--- config.mk ---
export PLATFORM = sky130hd
export DESIGN_NAME = ptat_cell
export DESIGN_NICKNAME = d
export VERILOG_FILES = /design/src/rtl/ptat_pkg.sv /design/src/rtl/ptat_cell.sv
export SDC_FILE = /design/constraint.sdc
export NUM_CORES = 1
export LEC_CHECK = 0
export BUFFER_PORTS_ARGS = -buffer_cell sky130_fd_sc_hd__buf_4
export CAP_MARGIN = 5
export CORE_MARGIN = 10
export CORE_UTILIZATION = 52
export CTS_BUF_LIST = sky130_fd_sc_hd__clkbuf_8 sky130_fd_sc_hd__clkbuf_16
export CTS_CLUSTER_DIAMETER = 120
export CTS_CLUSTER_SIZE = 12
export DETAILED_ROUTE_END_ITERATION = 16
export PLACE_DENSITY = 0.84
export SLEW_MARGIN = 30
export SYNTH_ARGS = -nofsm -noshare
export SYNTH_HDL_FRONTEND = slang
export SYNTH_SLANG_ARGS = --single-unit
--- constraint.sdc ---
create_clock -name clk -period 5.1 [get_ports clk]
set_input_delay 1.275 -clock clk [delete_from_list [all_inputs] [get_ports clk]]
set_output_delay 1.275 -clock clk [all_outputs]
set_load 0.05 [all_outputs]
--- src/rtl/ptat_pkg.sv ---
// Package: shared types, codes and decode functions for the page table translation block
package ptat_pkg;

    // Default table depth and fixed field widths
    localparam int ENTRY_COUNT_DEFAULT = 512;
    localparam int IDX_W   = 9;
    localparam int WOFF_W  = 23;
    localparam int LADDR_W = 25;
    localparam int PADDR_W = 24;

    // Item operation codes
    localparam logic OP_WRITE     = 1'b0;
    localparam logic OP_TRANSLATE = 1'b1;

    // Processor mode codes (the unused code behaves as user)
    localparam logic [1:0] MODE_USER       = 2'd0;
    localparam logic [1:0] MODE_OS         = 2'd1;
    localparam logic [1:0] MODE_SUPERVISOR = 2'd2;

    // Page size codes
    localparam logic [1:0] PAGE_4K  = 2'd0;
    localparam logic [1:0] PAGE_8K  = 2'd1;
    localparam logic [1:0] PAGE_16K = 2'd2;
    localparam logic [1:0] PAGE_32K = 2'd3;

    // Protection level codes
    localparam logic [1:0] PROT_OPEN     = 2'd0;
    localparam logic [1:0] PROT_READ_ALL = 2'd1;

    // Item travelling down the cell chain; ent carries the write data for a
    // write item and the matching entry for a translate item that has hit
    typedef struct packed {
        logic               op;
        logic [LADDR_W-1:0] laddr;
        logic [1:0]         mode;
        logic               wr;
        logic               hit;
        logic [WOFF_W-1:0]  ent;
    } ptat_token_t;

    // Mask on entry/address bits 22..12 for the given page size
    function automatic logic [10:0] field_mask(input logic [1:0] sz);
        logic [10:0] m;
        unique case (sz)
            PAGE_4K:  m = 11'h7ff;
            PAGE_8K:  m = 11'h7fe;
            PAGE_16K: m = 11'h7fc;
            PAGE_32K: m = 11'h7f8;
            default:  m = 11'h7ff;
        endcase
        return m;
    endfunction

    // Unscramble the physical page number from the low entry bits
    function automatic logic [8:0] phys_page(input logic [WOFF_W-1:0] e,
                                             input logic [1:0] sz);
        logic [8:0] p;
        unique case (sz)
            PAGE_4K:  p = {2'b00, e[6:0]};
            PAGE_8K:  p = {2'b00, e[0], e[6:1]};
            PAGE_16K: p = {2'b00, e[1:0], e[6:2]};
            PAGE_32K: p = {e[12], e[7], e[1], e[2], e[0], e[6:3]};
            default:  p = {2'b00, e[6:0]};
        endcase
        return p;
    endfunction

    // Build the physical byte address from the page number and page offset
    function automatic logic [PADDR_W-1:0] phys_addr(input logic [WOFF_W-1:0] e,
                                                     input logic [1:0] sz,
                                                     input logic [LADDR_W-1:0] la);
        logic [8:0]         p;
        logic [PADDR_W-1:0] a;
        p = phys_page(e, sz);
        unique case (sz)
            PAGE_4K:  a = {5'b0, p[6:0], la[11:0]};
            PAGE_8K:  a = {4'b0, p[6:0], la[12:0]};
            PAGE_16K: a = {3'b0, p[6:0], la[13:0]};
            PAGE_32K: a = {p[8:0], la[14:0]};
            default:  a = {5'b0, p[6:0], la[11:0]};
        endcase
        return a;
    endfunction

    // Decode the protection level against mode and direction
    function automatic logic perm_check(input logic [1:0] level,
                                        input logic [1:0] mode,
                                        input logic wr);
        logic priv;
        logic svc;
        logic ok;
        priv = (mode == MODE_OS) || (mode == MODE_SUPERVISOR);
        svc  = (mode == MODE_SUPERVISOR);
        priority if (level == PROT_OPEN)
            ok = 1'b1;
        else if (level == PROT_READ_ALL)
            ok = wr ? priv : 1'b1;
        else
            ok = wr ? svc : priv;
        return ok;
    endfunction

endpackage

--- src/rtl/ptat_cell.sv ---
// Module: one page table cell holding one entry and one chain stage
module ptat_cell
    import ptat_pkg::*;
#(
    parameter int CELL_INDEX = 0
)
(
    input  logic        clk,
    input  logic        rst_n,
    input  logic        advance,
    input  logic [1:0]  page_size,
    input  logic        tok_in_valid,
    input  ptat_token_t tok_in,
    output logic        tok_out_valid,
    output ptat_token_t tok_out
);

    logic [WOFF_W-1:0] entry_reg;
    logic              tok_valid_reg;
    ptat_token_t       tok_reg;
    ptat_token_t       tok_next;
    logic [IDX_W-1:0]  wr_idx;
    logic              wr_here;
    logic              match;
    logic [10:0]       mask;

    // Decode write index and compare the incoming item against this entry
    always_comb
    begin
        mask    = field_mask(page_size);
        wr_idx  = {tok_in.ent[12], tok_in.ent[7:0]};
        wr_here = tok_in_valid && (tok_in.op == OP_WRITE) &&
                  (wr_idx == IDX_W'(CELL_INDEX));
        match   = (entry_reg != '0) &&
                  (tok_in.laddr[24:23] == entry_reg[11:10]) &&
                  ((tok_in.laddr[22:12] & mask) == (entry_reg[22:12] & mask));
        tok_next = tok_in;
        if (tok_in_valid && (tok_in.op == OP_TRANSLATE) && !tok_in.hit && match)
        begin
            tok_next.hit = 1'b1;
            tok_next.ent = entry_reg;
        end
    end

    // Store the entry when a write item for this index passes
    always_ff @(posedge clk or negedge rst_n)
    begin
        if (!rst_n)
            entry_reg <= '0;
        else if (advance && wr_here)
            entry_reg <= tok_in.ent;
    end

    // Advance the chain stage
    always_ff @(posedge clk or negedge rst_n)
    begin
        if (!rst_n)
            tok_valid_reg <= 1'b0;
        else if (advance)
            tok_valid_reg <= tok_in_valid;
    end

    always_ff @(posedge clk)
    begin
        if (advance)
            tok_reg <= tok_next;
    end

    assign tok_out_valid = tok_valid_reg;
    assign tok_out       = tok_reg;

    // A write item never picks up a hit
    assert property (@(posedge clk) disable iff (!rst_n)
        tok_valid_reg && tok_reg.hit |-> tok_reg.op == OP_TRANSLATE)
        else $error("write item carries a hit");

    // A hit always carries a valid (non-zero) entry
    assert property (@(posedge clk) disable iff (!rst_n)
        tok_valid_reg && tok_reg.hit |-> tok_reg.ent != '0)
        else $error("hit on an invalid entry");

    // A stalled stage holds its item
    assert property (@(posedge clk) disable iff (!rst_n)
        !advance && tok_valid_reg |=> tok_valid_reg && $stable(tok_reg))
        else $error("stage changed while stalled");

endmodule

# Yosys cells after proc, flatten, opt, wreduce, memory -nomap -nowiden

Index checks and enable logic that the tools add are counted.
Widths: inputs -> output; s select.

Bits in registers: 77
Input bits: 59
Output and inout bits: 54
Logic and storage cells: 30

Equality and inequality tests: 5
Mux-type cells: 2
Bitwise gates (word level): 3
Reduce and logical (&&, ||, !) cells: 12

Operator list:

| kind               | number |
|---|---|
| $pmux 11 s4        | 1 |
| $mux 23            | 1 |
| $reduce_bool 23->1 | 1 |
| $and 11x11->11     | 2 |
| $eq 11x11->1       | 1 |
| $logic_not 9->1    | 1 |
| $logic_and 1x1->1  | 8 |
| $eq 2x2->1 const B | 2 |
| $eq 2x1->1 const B | 1 |
| $eq 2x2->1         | 1 |
| $logic_not 2->1    | 1 |
| $logic_not 1->1    | 1 |
| $not 1->1          | 1 |

# Depth between registers and ports, before layout

Gate-level depths: netlist (run 1).

Word-level depth: 7
Gate-level depth with buffers: 6
Gate-level depth less buffers: 5

# Least setup slack after synthesis (run 1)

OpenSTA, ideal clock, no wires.

Path type: input port to flip-flop
From: input port tok_in[51] in the netlist's numbering
To: register tok_reg (netlist bit tok_out[0]), data pin
Library setup time: 260 ps
Arrival: 2732 ps
Data required time: 4840 ps
Setup slack: 2108 ps
Cell stages on the path: 6
Path buffers: 1
Cells stage by stage: xor2_1 nor4_1 nand4_1 nor4_4 buf_6 mux2_2

RTL lines:

| element                | RTL line        | RTL |
|---|---|---|
| start: declaration     | ptat_cell.sv:13 | `input ptat_token_t tok_in,` |
| end signal: assignment | ptat_cell.sv:66 | `tok_reg <= tok_next;` |
| end: declaration       | ptat_cell.sv:20 | `ptat_token_t tok_reg;` |

==> flow_metrics.tcl, run 1 <==
set metrics [dict create \
    num_antenna_cells 0 \
    viasPerCell 5.135 \
    leakage_nw 1.773 \
    synth.area.mux_share_pct 14.06 \
    grt_start_max_net_pins 56 \
    path_clk_slew_ps 70 \
    status "finished clean" \
    max_cap_violations 0 \
    layout_commonest_cell "buf_4" \
    worstPathArrival_ps 3310 \
    worstPathMaxFanout 17 \
    dieWidth_um 95.49 \
    period_needed_ps 3219 \
    finalWirelength_um 6944 \
    drt_iter0_markers 66 \
    largest_reg_flops 53 \
    start_util_pct 53.81 \
    hold_viol 0 \
    synth_xor_area_share_pct 3.843 \
    setup_viol 0 \
    comb_power_share_pct 18.5 \
    grt_pass1_wl_um 10700 \
    cp.required_ps 5190 \
    core_area_sq_um 5507 \
    track_usage_pct 15.42 \
    rsz0062_at_grt "false" \
    yosys_warnings 0 \
    worstRegToRegCells 6 \
    cts_hold_buf 0 \
    place_congestion 0.7807 \
    synth-compound-area-share_pct 0.8024 \
    netlist_instances 165 \
    grt-ovfl-total 0 \
    mappedNetlistArea_sq_um 2963 \
    crit_type "input pin to flip-flop" \
    io_pins 113 \
    yosysUniqueCellTypes 21 \
    drc 0 \
    avgRoutedWirePerCell_um 19.18 \
    grt_pass1_vias 2030 \
    switchingPower_w 0.0003852 \
    placed_area_sq_um 3871 \
    start_kind "input pin" \
    worstSetupEndpointType "flip-flop" \
    tightest_slew_ps 938.9 \
    cts-resized-gates 0 \
    hold_path.class "flip-flop to flip-flop" \
    fin_area_sq_um 4028 \
    dr.pass1.iters 5 \
    cts_tree "yes" \
    skew_ps 4.664 \
    clockBufferDepth 2 \
    relSlewSlack_pct 37.23 \
    ys_seq_elements 77 \
    fill_cells 375 \
    io_buffers 112 \
    nNetsFinal 344 \
    min_from "entry_reg[1]$_DFFE_PN0P_" \
    pwr-share-seq_pct 53.5 \
    vdd_drop_max_mv 0.2396 \
    slew_viol_final 0 \
    synthArstFlopShare_pct 31.17 \
    syn-num-nets 224 \
    antenna_left 0 \
    avgSynthCellArea_sq_um 17.96 \
    switching_share_pct 28.62 \
    final_cell_mix "113 x buf_4, 53 x edfxtp_1, 36 x mux2_2, 24 x dfrtp_1" \
    fmax_mhz 310.7 \
    synth-edff-count 53 \
    h-tree-depth 3 \
    tns_ps 0 \
    rr_startpoint "entry_reg[11]$_DFFE_PN0P_" \
    hpwl_um 5317 \
    cts_root_buf "clkbuf_8" \
    power_w 0.001346 \
    pwr-share-clk_pct 28.0 \
    yosysSeqAreaShare_pct 73.99 \
    cts_setup_buffers 0 \
    vias 1859 \
    p_int_w 0.0009610 \
    synthSimpleGateAreaFrac_pct 6.166 \
    drive_above_1_share_pct 56.90 \
    whs_endpoint "entry_reg[1]$_DFFE_PN0P_" \
    area_growth_pct 35.94 \
    rr_endpoint "tok_out[6]$_DFFE_PP_" \
    cts_made_buffers 9 \
    num_rows 27 \
    synth_top_family_by_area "multiplexers" \
    clk-insertion-delay-late_ps 340 \
    antenna_found_initial 0 \
    min_path_cells 1 \
    die_height_um 95.49 \
    synth_ff_type "edfxtp_1" \
    synthAdderAreaFrac_pct 0 \
    r2r_slack_ps 2460 \
    power.density_nw_per_um2 334.3 \
    die_area_sq_um 9117 \
    min_period_over_period_pct 63.11 \
    clock_sinks 77 \
]
==> cell usage after synthesis, types with 2 or more instances <==
master / n / area (sq um)
clkbuf_1: 2 / 7.510
nand3_1: 2 / 10.01
and2_1: 9 / 56.30
xor2_1: 5 / 43.79
nand2_1: 3 / 11.26
buf_6: 2 / 22.52
edfxtp_1: 53 / 1592
nand4_1: 2 / 12.51
mux2_2: 36 / 405.4
xnor2_1: 8 / 70.07
dfrtp_1: 24 / 600.6
nor4_1: 8 / 50.05
nor3_1: 3 / 15.01
==> area by class of cell <==
class,count,area (sq um),area share (%)
inverter,1,3.754,0.09320
clock inverter,7,32.53,0.8077
sequential,77,2192,54.43
tap,72,90.09,2.237
timing repair buffer,113,848.3,21.06
clock buffer,9,123.9,3.075
multi-input combinational,83,737.0,18.30
==> power groups by stage <==
stage	logic, W	registers (W)	clock network (W)
after floorplan	0.0000179	0.000857	0
after global placement	0.000249	0.000733	0
after detailed placement	0.000252	0.000734	0
after CTS	0.000252	0.000721	0.000381
after global routing	0.000261	0.000723	0.000415
final	0.000249	0.000720	0.000377
==> worst max-delay path by stage <==
stage / startpoint / end / cells past startpoint
after global routing: advance / entry_reg[18]$_DFFE_PN0P_ / 5
after floorplan: tok_in[51] / tok_out[0]$_DFFE_PP_ / 6
after global placement: tok_in[51] / tok_out[3]$_DFFE_PP_ / 7
after CTS: tok_in[51] / tok_out[3]$_DFFE_PP_ / 7
after detailed placement: tok_in[51] / tok_out[3]$_DFFE_PP_ / 7
final: tok_in[51] / tok_out[6]$_DFFE_PP_ / 7
==> cells by family after synthesis <==
group	count (synthesis)
muxes	37
xor gates and xnor gates	13
buffers and inverters	5
and+or+nand+nor	29
DFF	77
AOI/OAI and AO/OA	4
==> critical path: stages <==
cell	delay (ps)
buf_4	120
xor2_1	130
nor4_1	290
nand4_1	220
nor4_4	540
buf_4	360
mux2_2	370
==> metal layers <==
layer	track usage, %	up-vias	part of all wire [%]
li1	-	862	-
met2	22.84	97	45
met4	5.037	0	1.4
met3	7.855	10	11
met1	19.23	890	43
met5	0	-	0
==> metrics by stage <==
stage | setup slack, ps | std cells | hold WS (ps) | utilization [%]
finish | 1881 | 362 | 514.4 | 73.14
global route | 1698 | 362 | 542.7 | 73.14
CTS | 1877 | 362 | 516.1 | 73.14
detailed placement | 1521 | 346 | 499.5 | 70.30
global placement | 1543 | 346 | 494.5 | 70.30
floorplan | 2108 | 165 | 470.8 | -
(Power assumes the default switching activity.)
==> inputs of run 2 (changes only) <==
--- a/config.mk
+++ b/config.mk
@@ -8,12 +8,12 @@
 export BUFFER_PORTS_ARGS = -buffer_cell sky130_fd_sc_hd__buf_4
 export CAP_MARGIN = 5
 export CORE_MARGIN = 10
-export CORE_UTILIZATION = 52
+export CORE_UTILIZATION = 48
 export CTS_BUF_LIST = sky130_fd_sc_hd__clkbuf_8 sky130_fd_sc_hd__clkbuf_16
 export CTS_CLUSTER_DIAMETER = 120
 export CTS_CLUSTER_SIZE = 12
 export DETAILED_ROUTE_END_ITERATION = 16
-export PLACE_DENSITY = 0.84
+export PLACE_DENSITY = 0.79
 export SLEW_MARGIN = 30
 export SYNTH_ARGS = -nofsm -noshare
 export SYNTH_HDL_FRONTEND = slang
==> constraint.sdc (replaced) <==
create_clock -name clk -period 3.3 [get_ports clk]
set_input_delay 0.825 -clock clk [delete_from_list [all_inputs] [get_ports clk]]
set_output_delay 0.825 -clock clk [all_outputs]
set_load 0.05 [all_outputs]
==> run 2 against run 1 <==
Setup slack got worse by 1100 ps. Cell count is 1.7% higher. Combinational power grew 55%. Non-clock buffer count is 3 higher. Utilization shrank 4.2 points. Critical path depth unchanged. Total power is 66% higher. Clock skew increased by 8.4 ps. First-iteration DRC count decreased by 26%. Die area is 6.6% higher. Hold slack worse by 140 ps. Cell area rose by 2.0%.
==> flow_metrics.tcl, run 2 (synthesized netlist as in run 1, its figures left out) <==
set metrics [dict create \
    vias 1829 \
    path_clk_slew_ps 80 \
    hpwl_um 5345 \
    vdd_drop_max_mv 0.2997 \
    pwr-share-clk_pct 33.1 \
    routed.top_layer "met4" \
    cts-resized-gates 0 \
    leakage_nw 1.817 \
    finalWirelength_um 6934 \
    track_usage_pct 14.30 \
    cts_made_buffers 9 \
    drc 0 \
    start_kind "input pin" \
    worstPathArrival_ps 2570 \
    skew_ps 13.11 \
    wl_met3_um 896 \
    largest_reg_flops 53 \
    crit_type "input pin to flip-flop" \
    antenna_left 0 \
    tightest_slew_ps 667.2 \
    r2r_slack_ps 950 \
    num_rows 28 \
    hold_viol 0 \
    power.density_nw_per_um2 545.3 \
    holdWs_ps 378.8 \
    min_period_over_period_pct 75.41 \
    worstSetupEndpointType "flip-flop" \
    pwr-share-seq_pct 49.7 \
    dieWidth_um 98.57 \
    grt_pass1_wl_um 11090 \
    cp.required_ps 3380 \
    die_height_um 98.57 \
    avgRoutedWirePerCell_um 18.84 \
    final_cell_mix "116 x buf_4, 53 x edfxtp_1, 36 x mux2_2, 24 x dfrtp_1" \
    rsz0062_at_grt "false" \
    place_congestion 0.8043 \
    multi_input_area_sq_um 737.0 \
    rr_startpoint "entry_reg[11]$_DFFE_PN0P_" \
    nNetsFinal 347 \
    io_pins 113 \
    grt-ovfl-total 0 \
    viasPerCell 4.970 \
    h-tree-depth 3 \
    final_util_pct 68.95 \
    die_area_sq_um 9715 \
    num_antenna_cells 0 \
    max_cap_violations 0 \
    drt_iter0_markers 49 \
    grt_start_max_net_pins 55 \
    core_area_sq_um 5956 \
    period_needed_ps 2489 \
    fill_cells 431 \
    fmax_mhz 401.8 \
    dr.pass1.iters 4 \
    clock_sinks 77 \
    rr_endpoint "tok_out[3]$_DFFE_PP_" \
    clockBufferDepth 2 \
    slew_viol_final 0 \
    area_growth_pct 38.60 \
    layout_commonest_cell "buf_4" \
    antenna_found_initial 0 \
    p_int_w 0.001643 \
    clk-insertion-delay-late_ps 340 \
    hold_path.class "input pin to async pin" \
    switching_share_pct 26.62 \
    fin_ws_ps 811.4 \
    status "finished clean" \
    met1_length_um 2932 \
    relSlewSlack_pct 55.52 \
    grt_pass1_vias 2038 \
    worstPathMaxFanout 19 \
    io_buffers 112 \
    seq_area_sq_um 2192 \
    tns_ps 0 \
    cts_hold_buf 0 \
    wl_met2_um 3029 \
    comb_power_share_pct 17.3 \
    drive_above_1_share_pct 57.00 \
    setup_viol 0 \
    switchingPower_w 0.0005961 \
    post-place-ws_ps 497.3 \
    cts_setup_buffers 0 \
    worstRegToRegCells 6 \
    cts_root_buf "clkbuf_8" \
    cts_tree "yes" \
    start_util_pct 49.75 \
]
## run 2: metal layers
metal | global-route usage (%) | vias to the layer above
li1 | - | 872
met1 | 17.47 | 860
met2 | 21.18 | 88
met3 | 7.891 | 9
met4 | 4.410 | 0
met5 | 0 | -
## run 2: area by class of cell
type	count	share of cell area (%)
sequential	77	53.38
timing repair buffer	116	21.21
multi-input combinational	83	17.95
clock buffer	9	3.016
tap	75	2.285
clock inverter	7	2.072
inverter	1	0.09141
## run 2: worst max path at each step
stage / endpoint / slack (ps) / cells after the start / from
final: tok_out[3]$_DFFE_PP_ / 810 / 7 / tok_in[51]
after global routing: tok_out[3]$_DFFE_PP_ / 710 / 7 / tok_in[51]
after CTS: tok_out[3]$_DFFE_PP_ / 780 / 7 / tok_in[51]
after detailed placement: tok_out[3]$_DFFE_PP_ / 500 / 7 / tok_in[51]
after global placement: tok_out[5]$_DFFE_PP_ / 590 / 7 / tok_in[51]
after floorplan: tok_out[0]$_DFFE_PP_ / 760 / 6 / tok_in[51]
## run 2: critical path: stages
cell and delay (ps):
buf_4 120, xor2_1 140, nor4_1 310, nand4_1 210
nor4_4 270, buf_4 320, mux2_2 380
## run 2: metrics by stage
stage               instances  area, sq um  total power, W
global placement          352         3897        0.001521
global route              368         4106        0.002325
floorplan                 165         2963        0.001351
finish                    368         4106        0.002239
CTS                       368         4106        0.002260
detailed placement        352         3897        0.001524
## run 2: power by group through the flow
stage	sequential, W	combinational, W	clock [W]
floorplan	0.00132	0.0000277	0
global placement	0.00113	0.000388	0
detailed placement	0.00113	0.000391	0
CTS	0.00111	0.000392	0.000755
global route	0.00112	0.000406	0.000801
finish	0.00111	0.000387	0.000740
