===== config.mk =====
export PLATFORM = sky130hd
export DESIGN_NAME = ptat_result
export DESIGN_NICKNAME = d
export VERILOG_FILES = /design/src/rtl/ptat_pkg.sv /design/src/rtl/ptat_result.sv
export SDC_FILE = /design/constraint.sdc
export NUM_CORES = 1
export LEC_CHECK = 0
export BUFFER_PORTS_ARGS = -buffer_cell sky130_fd_sc_hd__buf_2
export CORE_ASPECT_RATIO = 1.25
export CORE_MARGIN = 2
export CORE_UTILIZATION = 38
export CTS_CLUSTER_DIAMETER = 150
export DETAILED_ROUTE_END_ITERATION = 16
export PLACE_DENSITY_LB_ADDON = 0.2
export SLEW_MARGIN = 10
export SYNTH_ARGS = -nofsm -noshare
export SYNTH_HDL_FRONTEND = slang
export SYNTH_SLANG_ARGS = --single-unit
export TNS_END_PERCENT = 1

===== constraint.sdc =====
create_clock -name clk -period 2.1 [get_ports clk]
set_input_delay 0.315 -clock clk [delete_from_list [all_inputs] [get_ports clk]]
set_output_delay 0.315 -clock clk [all_outputs]
set_load 0.01 [all_outputs]

===== src/rtl/ptat_pkg.sv =====
// Package: shared types, codes and decode functions for the page table translation block
package ptat_pkg;

    // Default table depth and fixed field widths
    localparam int ENTRY_COUNT_DEFAULT = 512;
    localparam int IDX_W   = 9;
    localparam int WOFF_W  = 23;
    localparam int LADDR_W = 25;
    localparam int PADDR_W = 24;

    // Item operation codes
    localparam logic OP_WRITE     = 1'b0;
    localparam logic OP_TRANSLATE = 1'b1;

    // Processor mode codes (the unused code behaves as user)
    localparam logic [1:0] MODE_USER       = 2'd0;
    localparam logic [1:0] MODE_OS         = 2'd1;
    localparam logic [1:0] MODE_SUPERVISOR = 2'd2;

    // Page size codes
    localparam logic [1:0] PAGE_4K  = 2'd0;
    localparam logic [1:0] PAGE_8K  = 2'd1;
    localparam logic [1:0] PAGE_16K = 2'd2;
    localparam logic [1:0] PAGE_32K = 2'd3;

    // Protection level codes
    localparam logic [1:0] PROT_OPEN     = 2'd0;
    localparam logic [1:0] PROT_READ_ALL = 2'd1;

    // Item travelling down the cell chain; ent carries the write data for a
    // write item and the matching entry for a translate item that has hit
    typedef struct packed {
        logic               op;
        logic [LADDR_W-1:0] laddr;
        logic [1:0]         mode;
        logic               wr;
        logic               hit;
        logic [WOFF_W-1:0]  ent;
    } ptat_token_t;

    // Mask on entry/address bits 22..12 for the given page size
    function automatic logic [10:0] field_mask(input logic [1:0] sz);
        logic [10:0] m;
        unique case (sz)
            PAGE_4K:  m = 11'h7ff;
            PAGE_8K:  m = 11'h7fe;
            PAGE_16K: m = 11'h7fc;
            PAGE_32K: m = 11'h7f8;
            default:  m = 11'h7ff;
        endcase
        return m;
    endfunction

    // Unscramble the physical page number from the low entry bits
    function automatic logic [8:0] phys_page(input logic [WOFF_W-1:0] e,
                                             input logic [1:0] sz);
        logic [8:0] p;
        unique case (sz)
            PAGE_4K:  p = {2'b00, e[6:0]};
            PAGE_8K:  p = {2'b00, e[0], e[6:1]};
            PAGE_16K: p = {2'b00, e[1:0], e[6:2]};
            PAGE_32K: p = {e[12], e[7], e[1], e[2], e[0], e[6:3]};
            default:  p = {2'b00, e[6:0]};
        endcase
        return p;
    endfunction

    // Build the physical byte address from the page number and page offset
    function automatic logic [PADDR_W-1:0] phys_addr(input logic [WOFF_W-1:0] e,
                                                     input logic [1:0] sz,
                                                     input logic [LADDR_W-1:0] la);
        logic [8:0]         p;
        logic [PADDR_W-1:0] a;
        p = phys_page(e, sz);
        unique case (sz)
            PAGE_4K:  a = {5'b0, p[6:0], la[11:0]};
            PAGE_8K:  a = {4'b0, p[6:0], la[12:0]};
            PAGE_16K: a = {3'b0, p[6:0], la[13:0]};
            PAGE_32K: a = {p[8:0], la[14:0]};
            default:  a = {5'b0, p[6:0], la[11:0]};
        endcase
        return a;
    endfunction

    // Decode the protection level against mode and direction
    function automatic logic perm_check(input logic [1:0] level,
                                        input logic [1:0] mode,
                                        input logic wr);
        logic priv;
        logic svc;
        logic ok;
        priv = (mode == MODE_OS) || (mode == MODE_SUPERVISOR);
        svc  = (mode == MODE_SUPERVISOR);
        priority if (level == PROT_OPEN)
            ok = 1'b1;
        else if (level == PROT_READ_ALL)
            ok = wr ? priv : 1'b1;
        else
            ok = wr ? svc : priv;
        return ok;
    endfunction

endpackage


===== src/rtl/ptat_result.sv =====
// Module: output register forming hit, permission and physical address
module ptat_result
    import ptat_pkg::*;
(
    input  logic               clk,
    input  logic               rst_n,
    input  logic [1:0]         page_size,
    input  logic               tok_valid,
    input  ptat_token_t        tok,
    output logic               advance,
    output logic               out_valid,
    input  logic               out_ready,
    output logic               hit,
    output logic               permitted,
    output logic [PADDR_W-1:0] physical_address
);

    logic               out_valid_reg;
    logic               hit_reg;
    logic               perm_reg;
    logic [PADDR_W-1:0] paddr_reg;
    logic               perm_next;
    logic [PADDR_W-1:0] paddr_next;

    // Move the chain whenever the output register is free or being emptied
    assign advance = !out_valid_reg || out_ready;

    // Decode the result of the chain's last item
    always_comb
    begin
        perm_next  = 1'b0;
        paddr_next = '0;
        if (tok.hit)
        begin
            perm_next  = perm_check(tok.ent[9:8], tok.mode, tok.wr);
            paddr_next = phys_addr(tok.ent, page_size, tok.laddr);
        end
    end

    // Hold the result until taken
    always_ff @(posedge clk or negedge rst_n)
    begin
        if (!rst_n)
            out_valid_reg <= 1'b0;
        else if (advance)
            out_valid_reg <= tok_valid;
    end

    always_ff @(posedge clk)
    begin
        if (advance && tok_valid)
        begin
            hit_reg   <= tok.hit;
            perm_reg  <= perm_next;
            paddr_reg <= paddr_next;
        end
    end

    assign out_valid        = out_valid_reg;
    assign hit              = hit_reg;
    assign permitted        = perm_reg;
    assign physical_address = paddr_reg;

    // A miss reports no permission and a zero address
    assert property (@(posedge clk) disable iff (!rst_n)
        out_valid_reg && !hit_reg |-> !perm_reg && (paddr_reg == '0))
        else $error("miss with non-zero result");

    // A blocked result stays in place and the chain stops behind it
    assert property (@(posedge clk) disable iff (!rst_n)
        out_valid_reg && !out_ready |=> out_valid_reg && $stable(paddr_reg))
        else $error("result lost while stalled");

    // The chain only moves when the output register can take its item
    assert property (@(posedge clk) disable iff (!rst_n)
        advance |-> !out_valid_reg || out_ready)
        else $error("chain moved into a full output register");

endmodule


# ---- Word level (Yosys, flattened, before mapping)
# Index checks and enable logic that the tools add are counted.
dict set report word_totals {
  regBits 27
  input_bits 59
  out_inout_bits 28
  elab_cells 22
}
dict set report op_classes {
  eq_ne 6
  muxes 6
  n_reduce_logical 6
}
# operator count
set ops {}
lappend ops {{$pmux 24 s4} 1}
lappend ops {{$pmux 9 s3} 1}
lappend ops {{$eq 2x1->1 const B} 3}
lappend ops {{$eq 2x2->1 const B} 3}
lappend ops {{$logic_not 2->1} 2}
lappend ops {{$mux 1} 4}
lappend ops {{$logic_or 1x1->1} 2}
lappend ops {{$logic_and 1x1->1} 1}
lappend ops {{$logic_not 1->1} 1}

# ---- Logic depth before layout (Yosys ltp)
# Gate-level depths: netlist of run 1.
dict set report depth {
  ltp_word 5
  mapped_depth 4
  ltp_nobuf 4
}

# ---- Worst setup path before layout of run 1
# OpenSTA, ideal clock, no wires.
dict set report synth_path {
  path_kind {reg2reg}
  from {reg out_valid_reg, in the netlist out_valid}
  to {reg hit_reg, in the netlist hit (enable)}
  setup_ns 0.385
  t_arrival_ns 1.253
  required_time_ns 1.715
  path_slack_ns 0.462
  stages_incl_launch_ff 3
  path_buffers 0
  period_less_slack_ns 1.638
  path_cell_list {dfrtp_1 nand2b_1 and2_1}
}
dict set report synth_via {
  elab_chain_cells 3
}
# item line_no
set synth_lines {}
lappend synth_lines {{start: declaration} ptat_result.sv:18} ;# logic out_valid_reg;
lappend synth_lines {{start signal: assignment} ptat_result.sv:46} ;# out_valid_reg <= tok_valid;
lappend synth_lines {{$logic_not 1->1} ptat_result.sv:26} ;# assign advance = !out_valid_reg || out_ready;
lappend synth_lines {{$logic_or 1x1->1} ptat_result.sv:26}
lappend synth_lines {{named net advance} ptat_result.sv:10} ;# output logic advance,
lappend synth_lines {{$logic_and 1x1->1} ptat_result.sv:51} ;# if (advance && tok_valid)
lappend synth_lines {{end signal: assignment} ptat_result.sv:53} ;# hit_reg <= tok.hit;
lappend synth_lines {{end: declaration} ptat_result.sv:19} ;# logic hit_reg;
# The timed path passes the listed nets, and every way through them passes these cells.
# A chain may end at the register's enable or synchronous reset.

# ---- Final worst setup path of run 1
dict set report layout_path {
  from {reg out_valid_reg, in the netlist out_valid}
  to {out advance}
}
dict set report layout_via {
  elab_chain_cells 2
}
# item line_no
set layout_lines {}
lappend layout_lines {{$logic_not 1->1} ptat_result.sv:26}
lappend layout_lines {{$logic_or 1x1->1} ptat_result.sv:26}
lappend layout_lines {{end: declaration} ptat_result.sv:10}
# No other way between the ends.

==> metrics.md, run 1 <==
| Metric | Value |
|---|---|
| Minimum clock period | `1260 ps` |
| I/O pin count | `87` |
| Worst hold start | `tok_valid` |
| Final Util | `a little under three fifths` |
| Num CTS Buffers | `3` |
| Peak VDD IR | `between 0.3 and 0.4 mV` |
| WHS | `between 200 and 250 ps` |
| Antenna-violating nets left | `0` |
| Type of the worst min-delay path | `input pin to register` |
| Filler Cells Inserted | `about 250` |
| Leakage power | `between 0.6 and 0.7 nW` |
| Initial antenna violation count | `0` |
| Crit Path Class | `register to primary output` |
| Initial Util | `roughly two fifths` |
| Clock Pin Slew Worst Setup and Hold Paths | `~130 ps` |
| Number of global-route vias before repair | `around 700` |
| Final Hold Vio Count | `0` |
| Mapped Cells | `70` |
| Status | `completed` |
| GR Util All Layers | `between 10% and 20%` |
| Root Buffer | `clkbuf_4` |
| Post-synth top cells | `edfxtp_1 (26), and2_1 (20)` |
| Leading area contributor after synthesis | `edfxtp_1` |
| First-pass GRT wire length | `just under 3 mm` |
| Power Density | `approximately 650 mW/mm^2` |
| Total gr overflow | `0` |
| Syn Nets | `130` |
| Mapped Area | `approximately 0.0011 mm^2` |
| Area grow syn2layout | `36.7%` |
| Data required, critical path | `between 1500 and 2000 ps` |
| CTS tree | `built` |
| Leading post-synthesis cells by cell area | `edfxtp_1 (71%), and2_1 (11%), dfrtp_1 (2.3%), mux2i_1 (1.8%), and3_2 (1.4%)` |
| CTS sink count | `27` |
| Clk_lat worst skew | `300 ps` |
| R2R depth | `3` |
| Final count of negative-setup-slack endpoints | `0` |
| I/O Buffers | `63` |
| Top-area cell type share of the netlist area | `between 70 and 80%` |
| Async S/R FF share, synth | `under 10%` |
| Count of pins over their slew limit | `0` |
| DRT Wirelength | `1.94 mm` |
| Final setup TNS | `0 ps` |
| Yosys reg bits | `27` |
| Max Cap Viol | `0` |
| Core area | `0.00271 mm^2` |
| R2R setup slack | `940 ps` |
| GPL Wtd Cong | `around 0.66` |
| Vias | `768` |
| Dpl hpwl | `around 1.6 mm` |
| Vias per inst | `approximately 4.5` |
| CP Capture Type | `primary output` |
| Num rows | `21` |
| First drt pass iteration count | `4` |
| Die area | `between 0.003 and 0.004 mm^2` |
| F_max | `796 MHz` |
| Share of cells above drive strength 1 | `between 50% and 60%` |
| CTS H-tree lvls | `1` |
| YS warnings | `0` |
| Distinct cell type count of the synthesized netlist | `21` |
| Worst EP arrival | `between 900 and 1000 ps` |
| Post-route DRC violation count | `0` |
| Ys flop type | `edfxtp_1` |
| CP max FO | `3` |
| CTS max path bufs | `2` |
| Worst slew pin tran | `296 ps` |
| Final Cycle Share | `around 60%` |
| Initial DRC count | `3` |
| Worst r2r src | `out_valid$_DFFE_PN0N_` |
| Startpoint Class | `register` |
| Worst Hold Path EP | `out_valid$_DFFE_PN0N_` |
| Pin count of the biggest net entering global routing | `25` |
| Avg Cell Area, Syn | `15.6 um^2` |
| Vert. Die Dim | `between 60 and 70 um` |
| Die X | `52.0 um` |
| Number of flops mapped to enable cells by yosys | `26` |
| Mean routed wirelength per cell | `~11 um` |
| ANT cells | `0` |
| Clk_skew | `around 3 ps` |
| RSZ-0062 raised after global routing | `false` |
| Hold depth | `2` |
| Number of flip-flops in the largest register | `24` |
| Nets | `about 200` |
| Count leader, synth | `edfxtp_1` |
| Resize count post-CTS | `0` |
| RR Endpoint | `physical_address[4]$_SDFFCE_PN0P_` |
| Worst relative slew slack | `approximately 80%` |
| Sequential area share after synthesis | `between 70% and 80%` |
==> kinds of logic after synthesis <==
group,Yosys count,share of synthesized area (%)
AOI/OAI and AO/OA,5,3.43
adders and majority gates,1,1.14
buffers and inverters,3,1.03
DFF,27,73.6
muxes,2,1.83
and+or+nand+nor,32,19.0
==> layout make-up <==
| cell class | instances | area, um^2 | share of cell area (%) |
|---|---|---|---|
| timing repair buffer | 66 | 340 | 22.7 |
| tap | 34 | 42.5 | 2.84 |
| inverter | 1 | 3.75 | 0.251 |
| sequential | 27 | 806 | 53.8 |
| multi-input combinational | 40 | 278 | 18.6 |
| clock buffer | 4 | 26.3 | 1.76 |
==> metrics by stage <==
stage | power, W | setup WS [ps] | instances | instance area [um^2]
3_5_place_dp | 0.000783 | 820 | 167 | 1460
5_1_grt | 0.00102 | 773 | 172 | 1500
4_1_cts | 0.000986 | 822 | 172 | 1500
6_report | 0.000972 | 843 | 172 | 1500
3_3_place_gp | 0.000776 | 881 | 167 | 1460
2_1_floorplan | 0.000707 | 462 | 70 | 1090
==> timing repair <==
item / in CTS / in global routing
setup buffers: 0 / 0
endpoints found under the hold margin: 1 / 0
hold buffers: 1 / 0
==> metal layers <==
metal / vias up / GRT usage [%] / wire length [um]
met5: - / 0 / 0
met4: 0 / 7.89 / 27
met3: 2 / 1.64 / 180
met2: 37 / 20.4 / 1030
met1: 339 / 13.1 / 705
li1: 390 / - / -
==> report_power, final <==
part,total (W),internal (W),switching [W],leakage (nW)
clock network,0.000204,0.0000740,0.000130,0.0150
registers,0.000633,0.000627,0.00000661,0.266
logic,0.000135,0.0000677,0.0000668,0.397
total,0.000972,0.000768,0.000204,0.678
==> worst max-delay path by stage <==
stage,from,depth (start not counted),slack (ps),to
global route,out_valid$_DFFE_PN0N_,2,770,advance
global placement,tok[25],5,880,permitted$_SDFFCE_PN0P_
CTS,out_valid$_DFFE_PN0N_,2,820,advance
floorplan,out_valid$_DFFE_PN0N_,2,460,hit$_DFFE_PP_
detailed placement,tok[25],5,820,permitted$_SDFFCE_PN0P_
finish,out_valid$_DFFE_PN0N_,2,840,advance
==> cell usage in the layout, fill, tap and decap left out, types with 2 or more instances in the layout <==
cell,instances
and2_1,20
and3_2,2
buf_2,63
buf_4,2
clkbuf_4,3
edfxtp_1,26
mux2i_1,2
nand2b_1,2
nand3b_1,2
==> worst max-delay path, cell delays in order, from the launching register on <==
cell	delay (ps)
dfrtp_1	400
nand2b_1	100
buf_2	140
(Power assumes the default switching activity.)
==> run 2: changes to the inputs <==
--- a/config.mk
+++ b/config.mk
@@ -5,10 +5,11 @@
 export SDC_FILE = /design/constraint.sdc
 export NUM_CORES = 1
 export LEC_CHECK = 0
+export ABC_AREA = 1
 export BUFFER_PORTS_ARGS = -buffer_cell sky130_fd_sc_hd__buf_2
 export CORE_ASPECT_RATIO = 1.25
 export CORE_MARGIN = 2
-export CORE_UTILIZATION = 38
+export CORE_UTILIZATION = 39
 export CTS_CLUSTER_DIAMETER = 150
 export DETAILED_ROUTE_END_ITERATION = 16
 export PLACE_DENSITY_LB_ADDON = 0.2
==> constraint.sdc (replaced) <==
create_clock -name clk -period 1.24 [get_ports clk]
set_input_delay 0.186 -clock clk [delete_from_list [all_inputs] [get_ports clk]]
set_output_delay 0.186 -clock clk [all_outputs]
set_load 0.01 [all_outputs]
==> run 2 against run 1 <==
Die area increased by 2.8%; power increased by 73%; cell count increased by 22%.
==> metrics.md, run 2 <==
| Metric | Value |
|---|---|
| Initial Util | `between 40% and 50%` |
| CP Capture Type | `primary output` |
| Count of pins over their slew limit | `0` |
| Most common cell after layout, fill and taps aside | `buf_2` |
| CTS H-tree lvls | `1` |
| Initial DRC count | `16` |
| Total gr overflow | `0` |
| Die X | `roughly 53 um` |
| I/O pin count | `87` |
| Initial antenna violation count | `0` |
| Startpoint Class | `register` |
| CTS sink count | `27` |
| Register Area | `about 810 um^2` |
| Hold depth | `3` |
| Distinct cell type count of the synthesized netlist | `14` |
| Layout Cells excl Fill | `210` |
| Data required, critical path | `~1100 ps` |
| DP Cell Count | `between 200 and 250` |
| Avg Cell Area, Syn | `between 10 and 15 um^2` |
| Mapped Area | `around 0.0012 mm^2` |
| Vert. Die Dim | `between 60 and 70 um` |
| Vias per inst | `4.37` |
| Power Density | `around 1100 mW/mm^2` |
| Top-area cell type share of the netlist area | `67.5%` |
| Met3 Track Usage GR | `under 10%` |
| Area grow syn2layout | `34.6%` |
| Met1 usage | `12.6%` |
| Yosys reg bits | `27` |
| Final setup TNS | `0 ps` |
| Mean routed wirelength per cell | `roughly 10 um` |
| CTS max path bufs | `2` |
| Post-synth top cells | `nand2_1 (27), edfxtp_1 (26), inv_1 (24), nor2_1 (14), nand3_1 (4)` |
| Vias | `~900` |
| Final count of negative-setup-slack endpoints | `0` |
| GPL Wtd Cong | `roughly 0.69` |
| Mapped Cells | `between 100 and 150` |
| Dpl hpwl | `between 1.5 and 2 mm` |
| Final Cycle Share | `between 90 and 100%` |
| Max Cap Viol | `0` |
| CP max FO | `3` |
| Ys flop type | `edfxtp_1` |
| ANT cells | `0` |
| Num rows | `22` |
| Sequential area share after synthesis | `a little under 70%` |
| Post-route DRC violation count | `0` |
| Status | `completed` |
| Share of cells above drive strength 1 | `around two fifths` |
| RSZ-0062 raised after global routing | `false` |
| Number of global-route vias before repair | `933` |
| Crit Path Class | `register to primary output` |
| Nets | `235` |
| Leading area contributor after synthesis | `edfxtp_1` |
| I/O Buffers | `63` |
| Clk_skew | `2.79 ps` |
| Core area | `a little under 0.003 mm^2` |
| Die area | `~0.0034 mm^2` |
| Pin count of the biggest net entering global routing | `27` |
| Number of flip-flops in the largest register | `24` |
| YS warnings | `0` |
| First drt pass iteration count | `3` |
| Leakage power | `about 0.84 nW` |
| CTS tree | `built` |
| Count leader, synth | `nand2_1` |
| Worst EP arrival | `980 ps` |
| Gr busiest metal | `met2` |
| F_max | `approximately 860 MHz` |
| Clock Pin Slew Worst Setup and Hold Paths | `approximately 130 ps` |
| Multi-input logic area | `roughly 240 um^2` |
| Number of flops mapped to enable cells by yosys | `26` |
| Clk_lat worst skew | `310 ps` |
| GR Util All Layers | `approximately 14%` |
| Filler Cells Inserted | `between 200 and 300` |
| Final Hold Vio Count | `0` |
| Antenna-violating nets left | `0` |
| Leading post-synthesis cells by cell area | `edfxtp_1 (67%), nand2_1 (8.8%), inv_1 (7.8%), nor2_1 (4.5%), dfrtp_1 (2.2%)` |
| Async S/R FF share, synth | `roughly 3.7%` |
| Minimum clock period | `roughly 1200 ps` |
| Worst slew pin tran | `between 400 and 500 ps` |
| Most frequent cells in the layout | `buf_2 (63), nand2_1 (26), edfxtp_1 (26)` |
| Peak VDD IR | `about 0.57 mV` |
| Type of the worst min-delay path | `input pin to register` |
| Grt met2 use | `28.7%` |
| First-pass GRT wire length | `approximately 3.6 mm` |
| Worst relative slew slack | `72.5%` |
| R2R depth | `2` |
| Syn Nets | `between 150 and 200` |
| DRT Wirelength | `2.15 mm` |
| Num CTS Buffers | `3` |
| Root Buffer | `clkbuf_4` |
==> run 2: cell types whose count changed after synthesis, moves of 4 or more <==
cell     delta
inv_1      +23
nor2_1     +13
and2_1     -20
nand2_1    +26
nand3_1     +4
==> run 2: routing by layer <==
layer / wire [um] / share of wire, %
met3: 136 / 6.3
met5: 0 / 0
met2: 1230 / 57
met1: 753 / 35
met4: 27 / 1.3
==> run 2: logic make-up (layout without fill, tap and decap cells) <==
| group | count (synthesis) | count (layout) | share of synthesized area [%] |
|---|---|---|---|
| compound gates | 7 | 7 | 3.57 |
| buf+inv | 28 | 94 | 10.7 |
| fa+ha+maj | 1 | 1 | 1.08 |
| simple gates | 45 | 45 | 15.0 |
| flops | 27 | 27 | 69.6 |
==> run 2: path summary, 6_finish.rpt <==
| path | start | endpoint | slack [ps] |
|---|---|---|---|
| max | out_valid$_DFFE_PN0N_ | advance | 70 |
| min in group asynchronous | rst_n | out_valid$_DFFE_PN0N_ | 170 |
| min | tok_valid | out_valid$_DFFE_PN0N_ | 110 |
| max reg2reg | out_valid$_DFFE_PN0N_ | physical_address[11]$_SDFFCE_PN0P_ | 140 |
| min reg2reg | out_valid$_DFFE_PN0N_ | out_valid$_DFFE_PN0N_ | 620 |
| max in group asynchronous | rst_n | out_valid$_DFFE_PN0N_ | 990 |
==> run 2: what timing repair did <==
action,CTS,global route
hold buffers,1,0
gates resized for setup,0,1
hold endpoints to repair,1,0
endpoints found under the setup margin,0,1
buffers inserted,0,0
==> run 2: area by class of cell <==
type,instances,area share [%]
multi-input cells,53,15.5
well taps,36,2.89
flip-flops and latches,27,51.7
inverters,25,6.02
repair buffers,65,22.2
clock buffers,4,1.69
==> run 2: power breakdown <==
group	switching (W)	leakage, nW	internal (W)	total [W]
sequential	0.0000131	0.266	0.00106	0.00107
clock	0.000232	0.0150	0.000125	0.000357
combinational	0.000141	0.555	0.000113	0.000255
total	0.000386	0.837	0.00130	0.00169
==> run 2: metrics by stage <==
stage	util, %	area (um^2)	setup WS, ps	total power [W]	hold slack [ps]
after global routing	53.9	1560	7.67	0.00178	104
final	53.9	1560	73.4	0.00169	112
after floorplan	-	1170	-96.5	0.00122	-110
after detailed placement	52.6	1520	154	0.00135	-32.8
after CTS	53.8	1560	54.1	0.00171	112
after global placement	52.6	1520	186	0.00134	-38.7
==> run 2: worst max-delay path: stages (launching register included) <==
cell     delay (ps)
dfrtp_1         460
nand2_2          90
buf_2           120
